$ cat src/wbps_pkg.sv
package wbps_pkg;

    // Longest pattern the block supports
    localparam int MAX_PATTERN_BYTES = 32;
    localparam int PAT_REG_BYTES     = 32;
    localparam int PAT_LIMIT = (MAX_PATTERN_BYTES < PAT_REG_BYTES) ?
                               MAX_PATTERN_BYTES : PAT_REG_BYTES;
    localparam int LEN_W = $clog2(PAT_LIMIT + 1);
    localparam int IDX_W = (PAT_LIMIT > 1) ? $clog2(PAT_LIMIT) : 1;

    // Field widths
    localparam int OFF_W  = 32;
    localparam int ADDR_W = 64;
    localparam int CFG_W  = 64;
    localparam int RIDX_W = 3;

    // Decoupling queue between compare and result stages
    localparam int FIFO_DEPTH = 4;
    localparam int FPTR_W     = $clog2(FIFO_DEPTH);
    localparam int FCNT_W     = $clog2(FIFO_DEPTH + 1);

    // Configuration register indexes
    typedef enum logic [RIDX_W-1:0] {
        REG_PATTERN_LENGTH = 3'd0,
        REG_WILDCARD_MASK  = 3'd1,
        REG_PATTERN_WORD_0 = 3'd2,
        REG_PATTERN_WORD_1 = 3'd3,
        REG_PATTERN_WORD_2 = 3'd4,
        REG_PATTERN_WORD_3 = 3'd5,
        REG_REGION_BASE    = 3'd6
    } wbps_reg_t;

    // Pattern aligned to the history: entry k compares against history byte k
    typedef struct packed {
        logic [PAT_LIMIT-1:0]      act;
        logic [PAT_LIMIT-1:0]      wild;
        logic [PAT_LIMIT-1:0][7:0] pat;
        logic [LEN_W-1:0]          len;
    } wbps_win_t;

    // One classified word: a window hit and/or the end of a region
    typedef struct packed {
        logic             hit;
        logic             last;
        logic [OFF_W-1:0] offset;
    } wbps_rec_t;

    typedef struct packed {
        logic      valid;
        wbps_rec_t rec;
    } wbps_push_t;

endpackage

$ cat src/wildcard_byte_pattern_search_top.sv
// A byte accepted on s_tdata is shifted into the history registers, its compare result is written
// into the queue, and from there it is loaded into the result register that drives m_tvalid.
// Throughput: one byte per cycle; s_tready drops during a config write cycle and
// when the 4-entry result queue fills under output backpressure.
// Reset (aresetn low, synchronous): clears byte count, queue, match flag and output valid;
// config registers return to length 1, no wildcards, zero pattern and zero base.
module wildcard_byte_pattern_search_top (
    input  logic                           aclk,
    input  logic                           aresetn,
    // data_byte
    input  logic [7:0]                     s_tdata,
    input  logic                           s_tlast,
    input  logic                           s_tvalid,
    output logic                           s_tready,
    // match_offset[31:0], match_address[95:32]
    output logic [95:0]                    m_tdata,
    // found
    output logic                           m_tuser,
    output logic                           m_tvalid,
    input  logic                           m_tready,
    input  logic                           cfg_wr_en,
    input  logic [wbps_pkg::RIDX_W-1:0]    cfg_wr_index,
    input  logic [wbps_pkg::CFG_W-1:0]     cfg_wr_data
);

    wbps_pkg::wbps_win_t                win;
    logic [wbps_pkg::ADDR_W-1:0]        region_base;
    wbps_pkg::wbps_push_t               push;
    logic [wbps_pkg::FCNT_W-1:0]        q_count;
    logic                               q_valid;
    wbps_pkg::wbps_rec_t                q_rec;
    logic                               pop;

    wbps_cfg u_cfg (
        .aclk         (aclk),
        .aresetn      (aresetn),
        .cfg_wr_en    (cfg_wr_en),
        .cfg_wr_index (cfg_wr_index),
        .cfg_wr_data  (cfg_wr_data),
        .win          (win),
        .region_base  (region_base)
    );

    wbps_front u_front (
        .aclk      (aclk),
        .aresetn   (aresetn),
        .s_tvalid  (s_tvalid),
        .s_tready  (s_tready),
        .s_tdata   (s_tdata),
        .s_tlast   (s_tlast),
        .cfg_wr_en (cfg_wr_en),
        .win       (win),
        .q_count   (q_count),
        .push      (push)
    );

    wbps_fifo u_fifo (
        .aclk    (aclk),
        .aresetn (aresetn),
        .push    (push),
        .pop     (pop),
        .q_valid (q_valid),
        .q_rec   (q_rec),
        .count   (q_count)
    );

    wbps_back u_back (
        .aclk        (aclk),
        .aresetn     (aresetn),
        .q_valid     (q_valid),
        .q_rec       (q_rec),
        .pop         (pop),
        .region_base (region_base),
        .m_tvalid    (m_tvalid),
        .m_tready    (m_tready),
        .m_tdata     (m_tdata),
        .m_tuser     (m_tuser)
    );

endmodule

$ cat src/wbps_cfg.sv
module wbps_cfg (
    input  logic                           aclk,
    input  logic                           aresetn,
    input  logic                           cfg_wr_en,
    input  logic [wbps_pkg::RIDX_W-1:0]    cfg_wr_index,
    input  logic [wbps_pkg::CFG_W-1:0]     cfg_wr_data,
    output wbps_pkg::wbps_win_t            win,
    output logic [wbps_pkg::ADDR_W-1:0]    region_base
);

    logic [5:0]                              len_raw_reg;
    logic [31:0]                             wild_reg;
    logic [3:0][63:0]                        pw_reg;
    logic [wbps_pkg::ADDR_W-1:0]             base_reg;
    wbps_pkg::wbps_win_t                     win_reg;
    wbps_pkg::wbps_win_t                     win_next;
    logic [5:0]                              eff6;
    logic [wbps_pkg::LEN_W-1:0]              eff_len;
    logic [wbps_pkg::PAT_LIMIT-1:0][7:0]     pbytes;

    // Register writes
    always_ff @(posedge aclk) begin
        if (!aresetn) begin
            len_raw_reg <= 6'd1;
            wild_reg    <= '0;
            pw_reg      <= '0;
            base_reg    <= '0;
        end else if (cfg_wr_en) begin
            case (cfg_wr_index)
                wbps_pkg::REG_PATTERN_LENGTH: len_raw_reg <= cfg_wr_data[5:0];
                wbps_pkg::REG_WILDCARD_MASK:  wild_reg    <= cfg_wr_data[31:0];
                wbps_pkg::REG_PATTERN_WORD_0: pw_reg[0]   <= cfg_wr_data;
                wbps_pkg::REG_PATTERN_WORD_1: pw_reg[1]   <= cfg_wr_data;
                wbps_pkg::REG_PATTERN_WORD_2: pw_reg[2]   <= cfg_wr_data;
                wbps_pkg::REG_PATTERN_WORD_3: pw_reg[3]   <= cfg_wr_data;
                wbps_pkg::REG_REGION_BASE:    base_reg    <= cfg_wr_data;
                default: ;
            endcase
        end
    end

    // Clamp length into 1..limit
    always_comb begin
        if (len_raw_reg == 6'd0) begin
            eff6 = 6'd1;
        end else if (len_raw_reg > 6'(wbps_pkg::PAT_LIMIT)) begin
            eff6 = 6'(wbps_pkg::PAT_LIMIT);
        end else begin
            eff6 = len_raw_reg;
        end
    end
    assign eff_len = eff6[wbps_pkg::LEN_W-1:0];

    // Unpack pattern bytes
    for (genvar j = 0; j < wbps_pkg::PAT_LIMIT; j++) begin : g_pbyte
        assign pbytes[j] = pw_reg[j / 8][(j % 8) * 8 +: 8];
    end

    // Reverse the active pattern onto history positions: history k holds pattern len-1-k
    always_comb begin
        logic [wbps_pkg::LEN_W-1:0] idx;
        win_next = '0;
        win_next.len = eff_len;
        for (int k = 0; k < wbps_pkg::PAT_LIMIT; k++) begin
            idx = eff_len - wbps_pkg::LEN_W'(1) - wbps_pkg::LEN_W'(k);
            if (wbps_pkg::LEN_W'(k) < eff_len) begin
                win_next.act[k]  = 1'b1;
                win_next.pat[k]  = pbytes[idx[wbps_pkg::IDX_W-1:0]];
                win_next.wild[k] = wild_reg[idx[wbps_pkg::IDX_W-1:0]];
            end
        end
    end

    // Register the aligned pattern every cycle
    always_ff @(posedge aclk) begin
        win_reg <= win_next;
    end

    assign win         = win_reg;
    assign region_base = base_reg;

endmodule

$ cat src/wbps_front.sv
module wbps_front (
    input  logic                              aclk,
    input  logic                              aresetn,
    input  logic                              s_tvalid,
    output logic                              s_tready,
    input  logic [7:0]                        s_tdata,
    input  logic                              s_tlast,
    input  logic                              cfg_wr_en,
    input  wbps_pkg::wbps_win_t               win,
    input  logic [wbps_pkg::FCNT_W-1:0]       q_count,
    output wbps_pkg::wbps_push_t              push
);

    logic [wbps_pkg::PAT_LIMIT-1:0][7:0] hist_reg;
    logic [wbps_pkg::PAT_LIMIT-1:0][7:0] hist_next;
    logic [wbps_pkg::OFF_W-1:0]          cnt_reg;
    logic [wbps_pkg::OFF_W-1:0]          cnt_inc;
    logic                                counted;
    logic                                s1_valid_reg;
    logic                                s1_last_reg;
    logic                                s1_counted_reg;
    logic [wbps_pkg::OFF_W-1:0]          s1_cnt_reg;
    logic [wbps_pkg::PAT_LIMIT-1:0]      ok;
    logic [wbps_pkg::OFF_W-1:0]          len_ext;
    logic                                hit;
    logic                                accept;

    // Take a word when no config write is under way and the queue has room for everything in flight
    assign s_tready = !cfg_wr_en &&
        ((wbps_pkg::FCNT_W+1)'(q_count) + (wbps_pkg::FCNT_W+1)'(s1_valid_reg)
         < (wbps_pkg::FCNT_W+1)'(wbps_pkg::FIFO_DEPTH));
    assign accept = s_tvalid && s_tready;

    // Shift the new byte into the history
    assign hist_next[0] = s_tdata;
    for (genvar k = 1; k < wbps_pkg::PAT_LIMIT; k++) begin : g_shift
        assign hist_next[k] = hist_reg[k-1];
    end

    // Saturating byte count
    assign counted = (cnt_reg != '1);
    assign cnt_inc = counted ? cnt_reg + wbps_pkg::OFF_W'(1) : cnt_reg;

    always_ff @(posedge aclk) begin
        if (accept) begin
            hist_reg <= hist_next;
        end
    end

    always_ff @(posedge aclk) begin
        if (!aresetn) begin
            cnt_reg      <= '0;
            s1_valid_reg <= 1'b0;
        end else begin
            s1_valid_reg <= accept;
            if (accept) begin
                cnt_reg <= s_tlast ? '0 : cnt_inc;
            end
        end
    end

    always_ff @(posedge aclk) begin
        if (accept) begin
            s1_last_reg    <= s_tlast;
            s1_counted_reg <= counted;
            s1_cnt_reg     <= cnt_inc;
        end
    end

    // Masked window compare against the aligned pattern
    always_comb begin
        for (int k = 0; k < wbps_pkg::PAT_LIMIT; k++) begin
            ok[k] = !win.act[k] || win.wild[k] || (hist_reg[k] == win.pat[k]);
        end
    end

    assign len_ext = wbps_pkg::OFF_W'(win.len);
    assign hit     = s1_counted_reg && (s1_cnt_reg >= len_ext) && (&ok);

    // Queue only words that matter to the result side
    assign push.valid      = s1_valid_reg && (hit || s1_last_reg);
    assign push.rec.hit    = hit;
    assign push.rec.last   = s1_last_reg;
    assign push.rec.offset = s1_cnt_reg - len_ext;

endmodule

$ cat src/wbps_fifo.sv
module wbps_fifo (
    input  logic                          aclk,
    input  logic                          aresetn,
    input  wbps_pkg::wbps_push_t          push,
    input  logic                          pop,
    output logic                          q_valid,
    output wbps_pkg::wbps_rec_t           q_rec,
    output logic [wbps_pkg::FCNT_W-1:0]   count
);

    wbps_pkg::wbps_rec_t                 mem_reg [wbps_pkg::FIFO_DEPTH];
    logic [wbps_pkg::FPTR_W-1:0]         wr_ptr_reg;
    logic [wbps_pkg::FPTR_W-1:0]         rd_ptr_reg;
    logic [wbps_pkg::FCNT_W-1:0]         cnt_reg;
    logic                                do_pop;

    assign do_pop = pop && (cnt_reg != '0);

    always_ff @(posedge aclk) begin
        if (push.valid) begin
            mem_reg[wr_ptr_reg] <= push.rec;
        end
    end

    // Advance pointers and count
    always_ff @(posedge aclk) begin
        if (!aresetn) begin
            wr_ptr_reg <= '0;
            rd_ptr_reg <= '0;
            cnt_reg    <= '0;
        end else begin
            if (push.valid) begin
                wr_ptr_reg <= wr_ptr_reg + wbps_pkg::FPTR_W'(1);
            end
            if (do_pop) begin
                rd_ptr_reg <= rd_ptr_reg + wbps_pkg::FPTR_W'(1);
            end
            case ({push.valid, do_pop})
                2'b10:   cnt_reg <= cnt_reg + wbps_pkg::FCNT_W'(1);
                2'b01:   cnt_reg <= cnt_reg - wbps_pkg::FCNT_W'(1);
                default: cnt_reg <= cnt_reg;
            endcase
        end
    end

    assign q_valid = (cnt_reg != '0);
    assign q_rec   = mem_reg[rd_ptr_reg];
    assign count   = cnt_reg;

    // The front reserves a slot before it takes a word
    a_no_overflow: assert property (@(posedge aclk) disable iff (!aresetn)
        push.valid |-> (cnt_reg != wbps_pkg::FCNT_W'(wbps_pkg::FIFO_DEPTH)) || do_pop)
        else $error("queue overflow");

    a_cnt_bound: assert property (@(posedge aclk) disable iff (!aresetn)
        cnt_reg <= wbps_pkg::FCNT_W'(wbps_pkg::FIFO_DEPTH))
        else $error("queue count out of range");

endmodule

$ cat src/wbps_back.sv
module wbps_back (
    input  logic                          aclk,
    input  logic                          aresetn,
    input  logic                          q_valid,
    input  wbps_pkg::wbps_rec_t           q_rec,
    output logic                          pop,
    input  logic [wbps_pkg::ADDR_W-1:0]   region_base,
    output logic                          m_tvalid,
    input  logic                          m_tready,
    output logic [95:0]                   m_tdata,
    output logic                          m_tuser
);

    logic                          reported_reg;
    logic                          reported_next;
    logic                          m_tvalid_reg;
    logic                          m_tvalid_next;
    logic                          found_reg;
    logic [wbps_pkg::OFF_W-1:0]    offset_reg;
    logic [wbps_pkg::ADDR_W-1:0]   addr_reg;
    logic                          out_free;
    logic                          emit;

    // Drain a word whenever the output register can take a result
    assign out_free = !m_tvalid_reg || m_tready;
    assign pop      = q_valid && out_free;
    assign emit     = pop && !reported_reg;

    // Track the first hit of the region; drop words after it
    always_comb begin
        reported_next = reported_reg;
        if (pop) begin
            if (q_rec.last) begin
                reported_next = 1'b0;
            end else if (q_rec.hit) begin
                reported_next = 1'b1;
            end
        end
        m_tvalid_next = emit ? 1'b1 : (m_tready ? 1'b0 : m_tvalid_reg);
    end

    always_ff @(posedge aclk) begin
        if (!aresetn) begin
            reported_reg <= 1'b0;
            m_tvalid_reg <= 1'b0;
        end else begin
            reported_reg <= reported_next;
            m_tvalid_reg <= m_tvalid_next;
        end
    end

    // Load the result word
    always_ff @(posedge aclk) begin
        if (emit) begin
            found_reg  <= q_rec.hit;
            offset_reg <= q_rec.hit ? q_rec.offset : '0;
            addr_reg   <= q_rec.hit ?
                          region_base + wbps_pkg::ADDR_W'(q_rec.offset) : '0;
        end
    end

    assign m_tvalid = m_tvalid_reg;
    assign m_tdata  = {addr_reg, offset_reg};
    assign m_tuser  = found_reg;

    a_hit_sets_flag: assert property (@(posedge aclk) disable iff (!aresetn)
        (pop && q_rec.hit && !q_rec.last) |=> reported_reg)
        else $error("hit did not close the region");

    a_no_emit_after_hit: assert property (@(posedge aclk) disable iff (!aresetn)
        (reported_reg && !(pop && q_rec.last)) |=> !$rose(m_tvalid_reg))
        else $error("second result in one region");

endmodule
$ cat config.mk
export PLATFORM = sky130hd
export DESIGN_NAME = wildcard_byte_pattern_search_top
export DESIGN_NICKNAME = d
export VERILOG_FILES = /design/src/wbps_pkg.sv /design/src/wildcard_byte_pattern_search_top.sv /design/src/wbps_cfg.sv /design/src/wbps_front.sv /design/src/wbps_fifo.sv /design/src/wbps_back.sv
export SDC_FILE = /design/constraint.sdc
export NUM_CORES = 2
export LEC_CHECK = 0
export ABC_CLOCK_PERIOD_IN_PS = 19800
export BUFFER_PORTS_ARGS = -buffer_cell sky130_fd_sc_hd__buf_4
export CORE_MARGIN = 1.5
export CORE_UTILIZATION = 35
export CTS_BUF_LIST = sky130_fd_sc_hd__clkbuf_4 sky130_fd_sc_hd__clkbuf_8
export DETAILED_ROUTE_END_ITERATION = 12
export PLACE_DENSITY = 0.5
export SYNTH_ARGS = -nofsm -noshare
export SYNTH_HDL_FRONTEND = slang
export SYNTH_SLANG_ARGS = --single-unit
$ cat constraint.sdc
create_clock -name aclk -period 19.8 [get_ports aclk]
set_input_delay 3.96 -clock aclk [delete_from_list [all_inputs] [get_ports aclk]]
set_output_delay 3.96 -clock aclk [all_outputs]
set_load 0.02 [all_outputs]
==> results by group <==
Outcome
  • Status: finished, final reports clean

Worst setup path
  • RR Startpoint: u_cfg.len_raw_reg[1]
  • Worst setup SP type: input port
  • Required @ worst endpoint: 15.84 ns
  • Worst Path Max Fanout: 7
  • Worst setup EP type: output port
  • WS Path Type: input port to output port
  • Worst R2R Path Depth: 14
  • R2r setup slk: 13.28 ns
  • Worst R2R End: u_cfg.win[144]
  • Crit path DAT: 4.73 ns

Pwr
  • Final Power: 6.88 mW
  • Flop pwr share: 45.0%
  • PD cells: 96.2 nW/um^2
  • Switching Fraction: 29.6%
  • Internal power: 4.84 mW
  • Worst VDD drop: 0.137 mV
  • Clock power frac: 37.9%
  • Sw Pwr: 2.04 mW
  • Combinational power share: 17.1%
  • Leak: 26.3 nW

Timing
  • Pins over their slew limit: 0
  • Worst slew pin tran: 1.41 ns
  • Fin crit share: 43.9%
  • Setup TNS: 0 ns
  • Final Setup Violations: 0
  • Clk_skew: 0.0889 ns
  • Min Tclk post-route: 8.69 ns
  • Final hold vios: 0
  • Hold slack: 0.467 ns
  • Max transition margin: 5.63%
  • Worst Slack Setup Final: 11.11 ns
  • Peak Freq: 115 MHz
  • RSZ-0062 raised after global routing: no

Global route
  • Global route overflow: 0
  • Vias in the first global route: 43.9k
  • Global-route wire length before repair: 339 mm
  • GRT Util Overall: 26.4%
  • Antenna violations before repair: 8
  • Largest net degree at the start of global routing: 124

Detailed routing
  • Total number of vias: 47.5k
  • Vias/cell: 5.37
  • Met1 wire length: 115 mm
  • Final ANT Viol Nets: 0
  • Drc violations: 0
  • 1st-pass router iterations: 9
  • Drt wl/cell: 27.8 um
  • Metal3 WL: 13.9 mm
  • 1st-iter DRT viols: 4588
  • Routed WL: 245 mm
  • Met2 wire length: 104 mm
  • Highest metal used: met5

Clocking
  • Clock Sinks: 1250
  • Post-CTS Resized: 0
  • TritonCTS clock tree: done
  • Clock-pin slew on the worst setup and hold paths: 0.07 ns
  • CTS H-tree lvls: 4
  • Hold Buf Count CTS: 0
  • Setup bufs post-CTS: 0
  • Clock tree root driver cell: clkbuf_8
  • Total CTS buffers: 213
  • Clock Tree Buf Depth: 3
  • Worst-skew pair later-pin latency: 1.00 ns

Floorplan
  • Die Span X: 427 um
  • Die Y: 427 um
  • DIE AREA: 182000 um^2
  • Core area: 179000 um^2
  • Rows: 155
  • Initial Utilization: 35.2%
  • I/O Pins: 180

Layout
  • Layout cell share with drive strength beyond 1: 11.8%
  • Max FFs per register: 325
  • Area delta synth->final: 13.6%
  • Register area: 30300 um^2
  • Area of the multi-input gates: 31100 um^2
  • Fin nets: 6429
  • Finished Core Util: 40.0%
  • # fillers: 17.4k

Synth
  • Mapped Avg Cell Area: 10.3 um^2
  • Count of cell types in the netlist: 76
  • Synth top area cells: edfxtp_1, dfxtp_1, mux2i_1, nand2_1, a21boi_0
  • Synth Net Count: 6279
  • Main synth FF type: dfxtp_1
  • #FFs+latches synth: 1250
  • Synth Warn #: 0
  • Top-area cell type share of the netlist area: 25.0%
  • Async S/R FF share, synth: 0%
  • Most area-hungry cell type in the Yosys netlist: edfxtp_1
  • Seq/Total Area, Yosys: 48.1%
  • Syn Inst Count: 6136
  • Number of enable flip-flop cells after synthesis: 523
  • Cell area after synthesis: 62900 um^2

Job
  • Number of max-cap violations: 0

Worst hold path
  • Hold Path Origin: u_front.hist_next[94]
  • WHS Path Cells: 0
  • Worst hold-check path type: flip-flop to flip-flop
  • Hold EP: u_front.hist_next[102]

Placed design
  • Post-Place Worst Slack: 11.13 ns
  • Final GP Congestion: 1.09
  • Post-DP HPWL: 189 mm
  • Port bufs: 179
worst max-delay path: stages:
cell	delay, ns
buf_4	0.15
a311oi_1	0.40
buf_4	0.22
through the flow:
step	cells	instance area, um^2
6_report	8834	71500
5_1_grt	8832	71500
4_1_cts	8830	71500
3_5_place_dp	8426	66700
3_3_place_gp	8426	66700
2_1_floorplan	6136	62900
cell type report:
cell class	count	share of cell area, %
diodes	4	0.0140
clock buffers	333	5.65
clock inverters	71	1.07
inverters	74	0.417
multi-input cells	4478	43.6
flip-flops and latches	1250	42.3
well taps	2355	4.12
repair buffers	269	2.84
layout by cell type (no fill, tap or decap), types with 16 or more instances in the layout:
cell type / count
o21ai_0: 61
nand2_1: 1384
a21oi_1: 394
inv_1: 65
or3_1: 22
clkbuf_8: 246
clkbuf_4: 87
buf_4: 268
nand4_1: 33
edfxtp_1: 523
nand2b_1: 53
mux4_2: 33
ha_1: 56
xnor2_1: 100
and2_1: 48
clkinv_2: 27
dfxtp_1: 725
nor2b_1: 34
a21boi_0: 378
mux2i_1: 1170
nor2_1: 86
clkinv_1: 16
xor2_1: 256
a21o_1: 27
and3_1: 16
nor4_1: 68
nand3_1: 34
xnor2_2: 16
nor3_1: 23
logic make-up after synthesis:
family	count (synthesis)	share of synthesized area (%)
fa+ha+maj	62	1.27
xor+xnor	380	5.65
buf+inv	408	2.72
simple gates	1866	12.7
flops	1250	48.1
mux	1204	19.8
compound gates	966	9.78
synthesized netlist by cell type (all sizes together) (4+ instances only):
cell type,count
clkbuf,222
inv,73
or2,5
o21ai,64
nor3b,4
xor2,261
nand4b,4
nand2b,53
a21boi,388
a31oi,12
nand4,33
and3,17
edfxtp,523
a211oi,5
ha,59
mux4,33
a21oi,398
nor2,92
xnor2,119
a21o,27
mux2i,1170
nor4,69
nand3,38
o31ai,11
and4,13
or3,22
o21bai,6
nor2b,35
a22oi,9
dfxtp,727
nor3,27
and2,52
o21a,13
or4,12
buf,112
nand2,1385
layer usage:
layer	global-route usage (%)	vias to the layer above
met5	0	-
met4	13.0	4
met3	3.91	370
met2	38.8	1708
met1	37.6	23500
li1	-	21900
worst max-delay path by stage:
stage / start / endpoint / slack, ns / depth (start not counted)
after floorplan: cfg_wr_en / u_front.cnt_reg[17] / 5.18 / 7
after global placement: cfg_wr_en / s_tready / 11.11 / 3
after detailed placement: cfg_wr_en / s_tready / 11.13 / 3
after CTS: cfg_wr_en / s_tready / 11.11 / 3
after global routing: cfg_wr_en / s_tready / 11.02 / 3
final: cfg_wr_en / s_tready / 11.11 / 3
power groups by stage:
stage               Clock, mW  Combinational, mW  Sequential (mW)
CTS                      2.66               1.18             3.10
detailed placement          0               1.17             3.14
global placement            0               1.17             3.14
floorplan                   0              0.569             3.26
global route             2.77               1.25             3.11
finish                   2.61               1.18             3.09
Note: power is estimated with default switching activity, not from simulation.
